[config.mk]
export PLATFORM = sky130hd
export DESIGN_NAME = modbus_response_deframer
export DESIGN_NICKNAME = d
export VERILOG_FILES = /design/src/sv/mrd_pkg.sv /design/src/sv/mrd_front.sv /design/src/sv/mrd_queue.sv /design/src/sv/mrd_back.sv /design/src/sv/modbus_response_deframer.sv
export SDC_FILE = /design/constraint.sdc
export NUM_CORES = 1
export LEC_CHECK = 0
export ABC_AREA = 1
export BUFFER_PORTS_ARGS = -buffer_cell sky130_fd_sc_hd__buf_2
export CAP_MARGIN = 30
export CORE_UTILIZATION = 58
export CTS_CLUSTER_DIAMETER = 80
export DETAILED_ROUTE_END_ITERATION = 8
export GPL_ROUTABILITY_DRIVEN = 0
export GPL_TIMING_DRIVEN = 0
export PLACE_DENSITY = 0.86
export SLEW_MARGIN = 0
export SYNTH_ARGS = -nofsm -noshare
export SYNTH_HDL_FRONTEND = slang
export SYNTH_SLANG_ARGS = --single-unit
[constraint.sdc]
create_clock -name clk -period 6.45 [get_ports clk]
set_input_delay 0.645 -clock clk [delete_from_list [all_inputs] [get_ports clk]]
set_output_delay 0.645 -clock clk [all_outputs]
set_load 0.02 [all_outputs]
[src/sv/mrd_pkg.sv]
`timescale 1ns / 1ps
// ----------------------------------------------------------------------------
// mrd_pkg: shared types and constants of the response deframer
// Command codes passed from the parser to the checker, report kinds, frame
// status codes, register indexes and the byte-wise CRC-16 update.
// ----------------------------------------------------------------------------
package mrd_pkg;

  // Register indexes on the configuration port
  localparam logic REG_STATION  = 1'b0;
  localparam logic REG_FUNCTION = 1'b1;

  // Register reset values
  localparam logic [7:0] RESET_STATION  = 8'h01;
  localparam logic [7:0] RESET_FUNCTION = 8'h03;

  // CRC-16 parameters: init all ones, reflected polynomial
  localparam logic [15:0] CRC_INIT = 16'hFFFF;
  localparam logic [15:0] CRC_POLY = 16'hA001;

  // Payload signature bytes
  localparam logic [7:0] SIG_ANCHOR = 8'hCA;
  localparam logic [7:0] SIG_TAG    = 8'hAC;
  localparam logic [7:0] SIG_SECOND = 8'hDA;

  // Report kinds
  localparam logic [1:0] KIND_OTHER  = 2'd0;
  localparam logic [1:0] KIND_ANCHOR = 2'd1;
  localparam logic [1:0] KIND_TAG    = 2'd2;

  // Frame status codes
  localparam logic [1:0] STATUS_PENDING = 2'd0;
  localparam logic [1:0] STATUS_GOOD    = 2'd1;
  localparam logic [1:0] STATUS_BAD     = 2'd2;

  // Work passed from parser to checker
  typedef enum logic [2:0] {
    CMD_START   = 3'd0,
    CMD_FUNC    = 3'd1,
    CMD_COUNT   = 3'd2,
    CMD_PAYLOAD = 3'd3,
    CMD_CHK_LO  = 3'd4,
    CMD_CHK_HI  = 3'd5
  } cmd_t;

  typedef struct packed {
    cmd_t       cmd;
    logic [7:0] data;
    logic [7:0] index;
  } entry_t;

  // Fold one byte into the CRC, least significant bit first
  function automatic logic [15:0] crc_feed(input logic [15:0] crc, input logic [7:0] b);
    logic [15:0] c;
    c = crc ^ {8'h00, b};
    for (int k = 0; k < 8; k++) begin
      c = c[0] ? ((c >> 1) ^ CRC_POLY) : (c >> 1);
    end
    return c;
  endfunction

endpackage

[src/sv/mrd_front.sv]
`timescale 1ns / 1ps
// ----------------------------------------------------------------------------
// mrd_front: frame parser
// Holds the configuration registers, hunts for address and function code,
// tracks the byte count and payload position, and tags each byte with the
// work the checker must do on it.
// ----------------------------------------------------------------------------
module mrd_front (
  input  logic              clk,
  input  logic              rst,
  input  logic              push,
  input  logic [7:0]        rx_byte,
  input  logic              cfg_we,
  input  logic              cfg_index,
  input  logic [7:0]        cfg_data,
  input  logic              q_full,
  output logic              q_push,
  output mrd_pkg::entry_t   q_entry
);

  typedef enum logic [2:0] {
    ST_ADDR,
    ST_FUNC,
    ST_COUNT,
    ST_PAYLOAD,
    ST_CHK_LO,
    ST_CHK_HI
  } state_t;

  state_t     state, state_next;
  logic [7:0] station_address;
  logic [7:0] function_code;
  logic [7:0] length;
  logic [7:0] position;
  logic [7:0] position_inc;
  logic       accept;

  assign accept       = push && !q_full;
  assign position_inc = position + 8'd1;

  // Classify the incoming byte and pick the next phase
  always_comb begin
    state_next    = state;
    q_push        = 1'b0;
    q_entry.cmd   = mrd_pkg::CMD_START;
    q_entry.data  = rx_byte;
    q_entry.index = position;
    if (accept) begin
      unique case (state)
        ST_FUNC: begin
          if (rx_byte == function_code) begin
            q_push      = 1'b1;
            q_entry.cmd = mrd_pkg::CMD_FUNC;
            state_next  = ST_COUNT;
          end else if (rx_byte == station_address) begin
            q_push     = 1'b1;
            state_next = ST_FUNC;
          end else begin
            state_next = ST_ADDR;
          end
        end
        ST_COUNT: begin
          q_push      = 1'b1;
          q_entry.cmd = mrd_pkg::CMD_COUNT;
          state_next  = (rx_byte == 8'd0) ? ST_CHK_LO : ST_PAYLOAD;
        end
        ST_PAYLOAD: begin
          q_push      = 1'b1;
          q_entry.cmd = mrd_pkg::CMD_PAYLOAD;
          if (position_inc == length) begin
            state_next = ST_CHK_LO;
          end
        end
        ST_CHK_LO: begin
          q_push      = 1'b1;
          q_entry.cmd = mrd_pkg::CMD_CHK_LO;
          state_next  = ST_CHK_HI;
        end
        ST_CHK_HI: begin
          q_push      = 1'b1;
          q_entry.cmd = mrd_pkg::CMD_CHK_HI;
          state_next  = ST_ADDR;
        end
        default: begin
          if (rx_byte == station_address) begin
            q_push     = 1'b1;
            state_next = ST_FUNC;
          end else begin
            state_next = ST_ADDR;
          end
        end
      endcase
    end
  end

  // Hold phase, count and position; take register writes
  always_ff @(posedge clk) begin
    if (rst) begin
      state           <= ST_ADDR;
      station_address <= mrd_pkg::RESET_STATION;
      function_code   <= mrd_pkg::RESET_FUNCTION;
      length          <= 8'd0;
      position        <= 8'd0;
    end else begin
      state <= state_next;
      if (cfg_we) begin
        unique case (cfg_index)
          mrd_pkg::REG_STATION:  station_address <= cfg_data;
          mrd_pkg::REG_FUNCTION: function_code   <= cfg_data;
          default: ;
        endcase
      end
      if (accept && state == ST_COUNT) begin
        length   <= rx_byte;
        position <= 8'd0;
      end else if (accept && state == ST_PAYLOAD) begin
        position <= position_inc;
      end
    end
  end

endmodule

[src/sv/mrd_queue.sv]
`timescale 1ns / 1ps
// ----------------------------------------------------------------------------
// mrd_queue: work queue between parser and checker
// A small circular buffer of command entries with a fill count.
// ----------------------------------------------------------------------------
module mrd_queue #(
  parameter int DEPTH = 4
) (
  input  logic            clk,
  input  logic            rst,
  input  logic            wr_en,
  input  mrd_pkg::entry_t wr_data,
  input  logic            rd_en,
  output mrd_pkg::entry_t rd_data,
  output logic            full,
  output logic            empty
);

  localparam int AW = (DEPTH > 1) ? $clog2(DEPTH) : 1;
  localparam int CW = $clog2(DEPTH + 1);

  mrd_pkg::entry_t slots [DEPTH];
  logic [AW-1:0]   wr_ptr;
  logic [AW-1:0]   rd_ptr;
  logic [CW-1:0]   count;

  assign full    = (count == CW'(DEPTH));
  assign empty   = (count == '0);
  assign rd_data = slots[rd_ptr];

  // Store a transfer into the tail slot
  always_ff @(posedge clk) begin
    if (wr_en) begin
      slots[wr_ptr] <= wr_data;
    end
  end

  // Advance pointers and fill count
  always_ff @(posedge clk) begin
    if (rst) begin
      wr_ptr <= '0;
      rd_ptr <= '0;
      count  <= '0;
    end else begin
      if (wr_en) begin
        wr_ptr <= (wr_ptr == AW'(DEPTH - 1)) ? '0 : wr_ptr + AW'(1);
      end
      if (rd_en) begin
        rd_ptr <= (rd_ptr == AW'(DEPTH - 1)) ? '0 : rd_ptr + AW'(1);
      end
      if (wr_en && !rd_en) begin
        count <= count + CW'(1);
      end else if (rd_en && !wr_en) begin
        count <= count - CW'(1);
      end
    end
  end

endmodule

[src/sv/mrd_back.sv]
`timescale 1ns / 1ps
// ----------------------------------------------------------------------------
// mrd_back: CRC checker and result stage
// Runs the CRC over each frame, works out the report kind and presents
// payload and verdict results in an output register.
// ----------------------------------------------------------------------------
module mrd_back (
  input  logic            clk,
  input  logic            rst,
  input  logic            q_empty,
  input  mrd_pkg::entry_t q_data,
  output logic            q_pop,
  input  logic            pop,
  output logic            empty,
  output logic [7:0]      payload_byte,
  output logic [7:0]      byte_index,
  output logic            is_verdict,
  output logic [1:0]      frame_status,
  output logic [1:0]      report_kind,
  output logic [7:0]      payload_length
);

  logic        out_valid;
  logic        out_free;
  logic        emits;
  logic [15:0] crc;
  logic [15:0] crc_next;
  logic [7:0]  length;
  logic [7:0]  first_payload;
  logic [7:0]  first_check;
  logic [1:0]  kind;
  logic [1:0]  kind_next;

  assign empty    = !out_valid;
  assign out_free = !out_valid || pop;
  assign emits    = (q_data.cmd == mrd_pkg::CMD_PAYLOAD) ||
                    (q_data.cmd == mrd_pkg::CMD_CHK_HI);
  assign q_pop    = !q_empty && (!emits || out_free);

  // Byte-wise CRC; restart from all ones on a new address
  assign crc_next = mrd_pkg::crc_feed(
    (q_data.cmd == mrd_pkg::CMD_START) ? mrd_pkg::CRC_INIT : crc, q_data.data);

  // Settle the kind on the second payload byte
  always_comb begin
    kind_next = kind;
    if (q_data.cmd == mrd_pkg::CMD_PAYLOAD && q_data.index == 8'd1) begin
      if (q_data.data == mrd_pkg::SIG_SECOND && first_payload == mrd_pkg::SIG_ANCHOR) begin
        kind_next = mrd_pkg::KIND_ANCHOR;
      end else if (q_data.data == mrd_pkg::SIG_SECOND &&
                   first_payload == mrd_pkg::SIG_TAG) begin
        kind_next = mrd_pkg::KIND_TAG;
      end else begin
        kind_next = mrd_pkg::KIND_OTHER;
      end
    end
  end

  // Carry out each command; drop the result register once popped
  always_ff @(posedge clk) begin
    if (rst) begin
      out_valid     <= 1'b0;
      crc           <= mrd_pkg::CRC_INIT;
      length        <= 8'd0;
      first_payload <= 8'd0;
      first_check   <= 8'd0;
      kind          <= mrd_pkg::KIND_OTHER;
    end else begin
      if (pop && out_valid) begin
        out_valid <= 1'b0;
      end
      if (q_pop) begin
        unique case (q_data.cmd) inside
          mrd_pkg::CMD_START, mrd_pkg::CMD_FUNC: begin
            crc <= crc_next;
          end
          mrd_pkg::CMD_COUNT: begin
            crc           <= crc_next;
            length        <= q_data.data;
            first_payload <= 8'd0;
            kind          <= mrd_pkg::KIND_OTHER;
          end
          mrd_pkg::CMD_PAYLOAD: begin
            crc <= crc_next;
            kind <= kind_next;
            if (q_data.index == 8'd0) begin
              first_payload <= q_data.data;
            end
            out_valid      <= 1'b1;
            payload_byte   <= q_data.data;
            byte_index     <= q_data.index;
            is_verdict     <= 1'b0;
            frame_status   <= mrd_pkg::STATUS_PENDING;
            report_kind    <= kind_next;
            payload_length <= length;
          end
          mrd_pkg::CMD_CHK_LO: begin
            first_check <= q_data.data;
          end
          mrd_pkg::CMD_CHK_HI: begin
            out_valid      <= 1'b1;
            payload_byte   <= 8'd0;
            byte_index     <= 8'd0;
            is_verdict     <= 1'b1;
            frame_status   <= (first_check == crc[7:0] && q_data.data == crc[15:8]) ?
                              mrd_pkg::STATUS_GOOD : mrd_pkg::STATUS_BAD;
            report_kind    <= kind;
            payload_length <= length;
          end
          default: ;
        endcase
      end
    end
  end

endmodule

[src/sv/modbus_response_deframer.sv]
`timescale 1ns / 1ps
// ----------------------------------------------------------------------------
// modbus_response_deframer: Modbus RTU response deframer with CRC-16 check
// Top level joining parser, work queue and CRC checker.
// ----------------------------------------------------------------------------
// Takes one received byte per clock when full is low. A byte that completes
// the address or function match, or belongs to the count, payload or check
// bytes, is passed through a QUEUE_DEPTH-entry work queue to the checker,
// which folds one whole byte into the CRC each cycle it is not stalled; a
// payload byte or the frame verdict is on the result ports from the edge
// after the one that took the byte when nothing is stalled. Sustained rate
// is one byte per cycle, set by the byte-wise CRC update; full rises only
// when pop is held low long enough to fill the queue and the result register.
// Registers may be written only while no frame bytes are in flight.
// ----------------------------------------------------------------------------
module modbus_response_deframer #(
  parameter int QUEUE_DEPTH = 4
) (
  input  logic       clk,
  input  logic       rst,
  input  logic       push,
  output logic       full,
  input  logic [7:0] rx_byte,
  input  logic       cfg_we,
  input  logic       cfg_index,
  input  logic [7:0] cfg_data,
  output logic       empty,
  input  logic       pop,
  output logic [7:0] payload_byte,
  output logic [7:0] byte_index,
  output logic       is_verdict,
  output logic [1:0] frame_status,
  output logic [1:0] report_kind,
  output logic [7:0] payload_length
);

  logic            q_push;
  logic            q_pop;
  logic            q_full;
  logic            q_empty;
  mrd_pkg::entry_t q_wr;
  mrd_pkg::entry_t q_rd;

  assign full = q_full;

  mrd_front u_front (
    .clk       (clk),
    .rst       (rst),
    .push      (push),
    .rx_byte   (rx_byte),
    .cfg_we    (cfg_we),
    .cfg_index (cfg_index),
    .cfg_data  (cfg_data),
    .q_full    (q_full),
    .q_push    (q_push),
    .q_entry   (q_wr)
  );

  mrd_queue #(
    .DEPTH (QUEUE_DEPTH)
  ) u_queue (
    .clk     (clk),
    .rst     (rst),
    .wr_en   (q_push),
    .wr_data (q_wr),
    .rd_en   (q_pop),
    .rd_data (q_rd),
    .full    (q_full),
    .empty   (q_empty)
  );

  mrd_back u_back (
    .clk            (clk),
    .rst            (rst),
    .q_empty        (q_empty),
    .q_data         (q_rd),
    .q_pop          (q_pop),
    .pop            (pop),
    .empty          (empty),
    .payload_byte   (payload_byte),
    .byte_index     (byte_index),
    .is_verdict     (is_verdict),
    .frame_status   (frame_status),
    .report_kind    (report_kind),
    .payload_length (payload_length)
  );

  // Parser never writes into a full queue
  a_no_overflow: assert property (@(posedge clk) disable iff (rst)
    !(q_push && q_full))
    else $error("work queue overflow");

  // Checker never reads an empty queue
  a_no_underflow: assert property (@(posedge clk) disable iff (rst)
    !(q_pop && q_empty))
    else $error("work queue underflow");

  // A verdict carries a final status, a payload item carries pending
  a_status_kind: assert property (@(posedge clk) disable iff (rst)
    !empty |-> (is_verdict ? (frame_status == mrd_pkg::STATUS_GOOD ||
                              frame_status == mrd_pkg::STATUS_BAD)
                           : (frame_status == mrd_pkg::STATUS_PENDING)))
    else $error("status does not match item type");

  // A verdict item holds no payload byte and index zero
  a_verdict_zero: assert property (@(posedge clk) disable iff (rst)
    (!empty && is_verdict) |-> (payload_byte == 8'd0 && byte_index == 8'd0))
    else $error("verdict item with payload data");

endmodule

Yosys cells after proc, flatten, opt, wreduce, memory -nomap -nowiden:

Memories as Yosys holds them, arrays and structs flattened. A register that Yosys moved wholly into a read port is not among the register bits.
Cells that the tools add are included.

* memories kept: 1
* memory bits (read-only): 0
* bits in writable memories: 76
* latch bits: 0
* register bits after elaboration: 114

* $lt $le $gt $ge: 0
* mux-type cells: 44
* div/mod/pow operators: 0
* bitwise operators: 11
* $add $sub $neg: 5
* $mul: 0
* equal/unequal tests: 24
* reductions and logical operators: 41
* shift-type cells: 0

Memory list
* u_queue.slots: words 4, bits a word 19, read ports 1, clocked after memory_dff 1, wr ports 1, RTL line mrd_queue.sv:22 `mrd_pkg::entry_t slots [DEPTH];`

Operators with widths (number)
* $mux 16: 9
* $pmux 8 s2: 3
* $eq 8x8->1: 5
* $pmux 3 s5: 2
* $eq 8x8->1 const B: 3
* $not 2->3: 8
* $mux 3: 6
* $logic_not 8->1: 2
* $mux 2: 8
* $xor 16x8->16: 1
* $eq 3x3->1 const B: 5
* $reduce_and 2->1: 7
* $eq 3x2->1 const B: 4
* $pmux 2 s2: 3
* $logic_and 1x1->1: 11
* $mux 1: 10
* $reduce_and 3->1: 3
* $add 8x1->8 const B: 1
* $eq 8x1->1 const B: 1
* $mux 8: 1
* $reduce_or 4->1: 2
* $eq 3x1->1 const B: 2
* $logic_not 1->1: 6
* $logic_not 3->1: 2
* 11 further kinds: 20

Logic depth before layout (Yosys ltp):

* word-level depth: 19
* mapped depth: 21
* depth with buffers taken out: 19

Modules after synthesis:

From an unflattened synthesis, not the netlist that was laid out.

* cell total of the unflattened synthesis: 971
* area, all modules: 8762.2 um2

By module, submodules not included
* mrd_back: area an instance 3432.0 um2, cells an instance 422, instances 1, seq. area each 1731.7 um2
* mrd_queue: area an instance 3314.4 um2, cells an instance 243, instances 1, seq. area each 2462.4 um2
* mrd_front: area an instance 2015.7 um2, cells an instance 306, instances 1, seq. area each 700.7 um2

Worst setup path before layout:

No wires, ideal clock.

* path kind: register -> register
* start: reg (tool-made name)
* end: reg u_back.byte_index[0] (enable)
* setup time: 0.452 ns
* buffers on the path: 1
* data arrival time: 3.180 ns
* data required time: 5.998 ns
* slack: 2.819 ns
* period minus slack after synthesis: 3.631 ns
* cell stages (with the launch flop): 12
* path through: dfxtp_1 inv_2 buf_6 nand2_1 nand3_1 nand2_2 nand2_2 nor2_4 inv_2 nand2_2 nand2_1 nor3_1

RTL lines
* end signal, assigned: RTL line mrd_back.sv:91 `byte_index <= q_data.index;`
* end, declared: RTL line mrd_back.sv:16 `output logic [7:0] byte_index,`

==> results.cfg <==
[timing]
whs_ns = 0.426
setup_viol = 0
tightestPinTransition_ns = 0.704
fin_crit_sh = 0.446
max_freq_ghz = 0.348
hold_viol = 0
rsz0062_at_grt = false
maxSlewViolCount = 0
fin_skew_ns = 0.0116
relSlewSlack = 0.526
period_minus_slack_ns = 2.88
tns_ns = 0

[floorplanning]
start_util = 0.603
dieArea_um2 = 15200
die_h_um = 123
coreArea_um2 = 14100
die_w_um = 123
pin_count = 53
rows = 43

[detailed_routing]
vias_per_cell = 5.71
wirelength_mm = 19.2
wire_per_inst_um = 16.3
drt_iter0_markers = 778
vias = 6727
drcViolationCount = 0
first_pass_iters = 5
final_antenna_net_count = 0

[yosys]
syn_area_um2 = 8500
ys.flop_type = edfxtp_1
ys.warnings.count = 0
synth_edf_count = 105
synthCells = 909
synth.distinct_cells = 43
yosys_register_bits = 192
synth_nets = 939
syn_area_per_cell_um2 = 9.36
async_flop_share = 0
ys_seq_area_frac = 0.576

[clocking]
h-tree-depth = 4
postCtsSetupRepairBufs = 0
clk_latency_ns = 0.44
cts.reportedPaths.clkPinSlew_ns = 0.08
cts_root_buffer = clkbuf_16
clk_path_buf_depth = 2
cts_hold_buf = 0
clock-sinks = 192
ctsResizeCount = 0
cts_tree = done
cts_made_buffers = 17

[power]
p_leak_nw = 4.03
powerDensity_nw_per_um2 = 458
irDropWorstVdd_mv = 0.195

[run]
maxCapViolations = 0

[global_routing]
grt_use_total = 0.268
grt_pass1_wl_mm = 30.4
grt_max_degree = 20
antenna_found_initial = 0
grt_pass1_vias = 6333
overflow = 0

[cells_and_area]
reg_top3 = u_queue.slots (76), u_back.crc (16)
final_cell_mix = nand2_1 (186), edfxtp_1 (105), dfxtp_1 (87)
fin_util = 0.686
largest_register_ffs = 76
fin_nets = 1015
drive_gt1_frac = 0.166
final_common_cell = nand2_1
antenna_cells = 0
fillers = 1027
synthToLayoutAreaGrowth_pct = 13.7
top_register = u_queue.slots

[worst_setup_path]
crit_fanout = 10
worstSetupEndpointType = flip-flop
startpoint_type = flip-flop
regToRegEndpoint = u_queue.count[2]
path_class = reg2reg
rr_worst_depth = 18
required_ns = 6.82
rrSetupSlack_ns = 3.57
cp.arrival_ns = 3.25

[min_path]
worstHoldEndpoint = u_front.function_code[1]
min-delay-start = cfg_data[1]
whs_path_depth = 3
hold_class = in2reg

[placed_design]
port-buffer-count = 51
hpwl_mm = 12.9

[outcome]
outcome = finished clean
-- report_power, final --
group          switching, mW  internal [mW]  total, mW
clock network          0.486          0.548       1.03
registers              0.100           1.51       1.61
logic                   1.21          0.578       1.79
total                   1.79           2.64       4.43
-- worst max-delay path: stages (launching register included) --
cell and delay (ns):
dfxtp_1 0.35, inv_2 0.09, buf_6 0.15, nand2_1 0.07
nand3_1 0.10, nand2_2 0.09, inv_1 0.11, nand4_1 0.29
nand2_2 0.18, inv_2 0.05, o21ai_4 0.21, ha_1 0.19
inv_1 0.08, fa_1 0.44, nor2_1 0.11, nor2_1 0.04
nand2_1 0.06, o21ai_0 0.07, a21oi_1 0.12
-- cells in the mapped netlist (2+ instances only) --
library cell,n,area [um^2]
clkbuf_1,10,37.5
nor4_1,5,31.3
xor2_1,21,184
inv_1,83,312
nand3_1,59,295
o211ai_1,7,52.6
o21ai_1,6,30.0
buf_2,3,15.0
inv_2,11,41.3
clkinv_1,2,7.51
dfxtp_1,87,1740
a21oi_1,68,340
ha_1,7,87.6
nor2_1,63,236
nand3_2,5,50.1
edfxtp_1,105,3150
nand2_2,16,100
a32o_1,7,70.1
buf_4,10,75.1
buf_6,4,45.0
or2_2,16,100
o21ai_0,62,310
nor2_2,2,12.5
xnor2_1,16,140
nand4_1,12,75.1
nand2_1,186,698
nor3_1,20,100
-- layer usage --
layer | GRT usage | part of all wire
met5 | 0 | 0
met4 | 0.124 | 0.027
met3 | 0.0581 | 0.080
met2 | 0.443 | 0.47
met1 | 0.337 | 0.42
-- worst max path at each step --
stage	end	startpoint	slack, ns
2_1_floorplan	u_back.byte_index[0]	flip-flop	2.82
3_3_place_gp	u_back.byte_index[7]	flip-flop	2.15
3_5_place_dp	u_queue.count[2]	rx_byte[1]	3.34
4_1_cts	u_queue.count[2]	flip-flop	3.58
5_1_grt	u_queue.count[2]	flip-flop	3.33
6_report	u_queue.count[2]	flip-flop	3.57
-- through the flow --
stage | std cells | power (mW) | setup slack, ns | cell area, um^2
after global routing | 1178 | 4.69 | 3.33 | 9670
after CTS | 1178 | 4.40 | 3.58 | 9670
after detailed placement | 1146 | 3.36 | 3.34 | 9090
after floorplan | 909 | 2.92 | 2.82 | 8500
after global placement | 1140 | 3.28 | 2.15 | 8980
final | 1178 | 4.43 | 3.57 | 9670
-- logic make-up after synthesis --
logic type                 share of synthesized area
xor gates and xnor gates                      0.0400
and+or+nand+nor                                0.203
adders and majority gates                     0.0127
buffers and inverters                         0.0639
DFF                                            0.576
AOI/OAI and AO/OA                              0.105
-- layout make-up --
class | count | area (um^2) | share of cell area
clock buffers | 18 | 429 | 0.0444
clock inverters | 14 | 151 | 0.0157
inverters | 97 | 367 | 0.0379
flip-flops and latches | 192 | 4890 | 0.506
multi-input cells | 592 | 3080 | 0.319
well taps | 180 | 225 | 0.0233
repair buffers | 57 | 347 | 0.0358
plain buffers | 28 | 176 | 0.0182
Note: power is estimated with default switching activity, not from simulation.
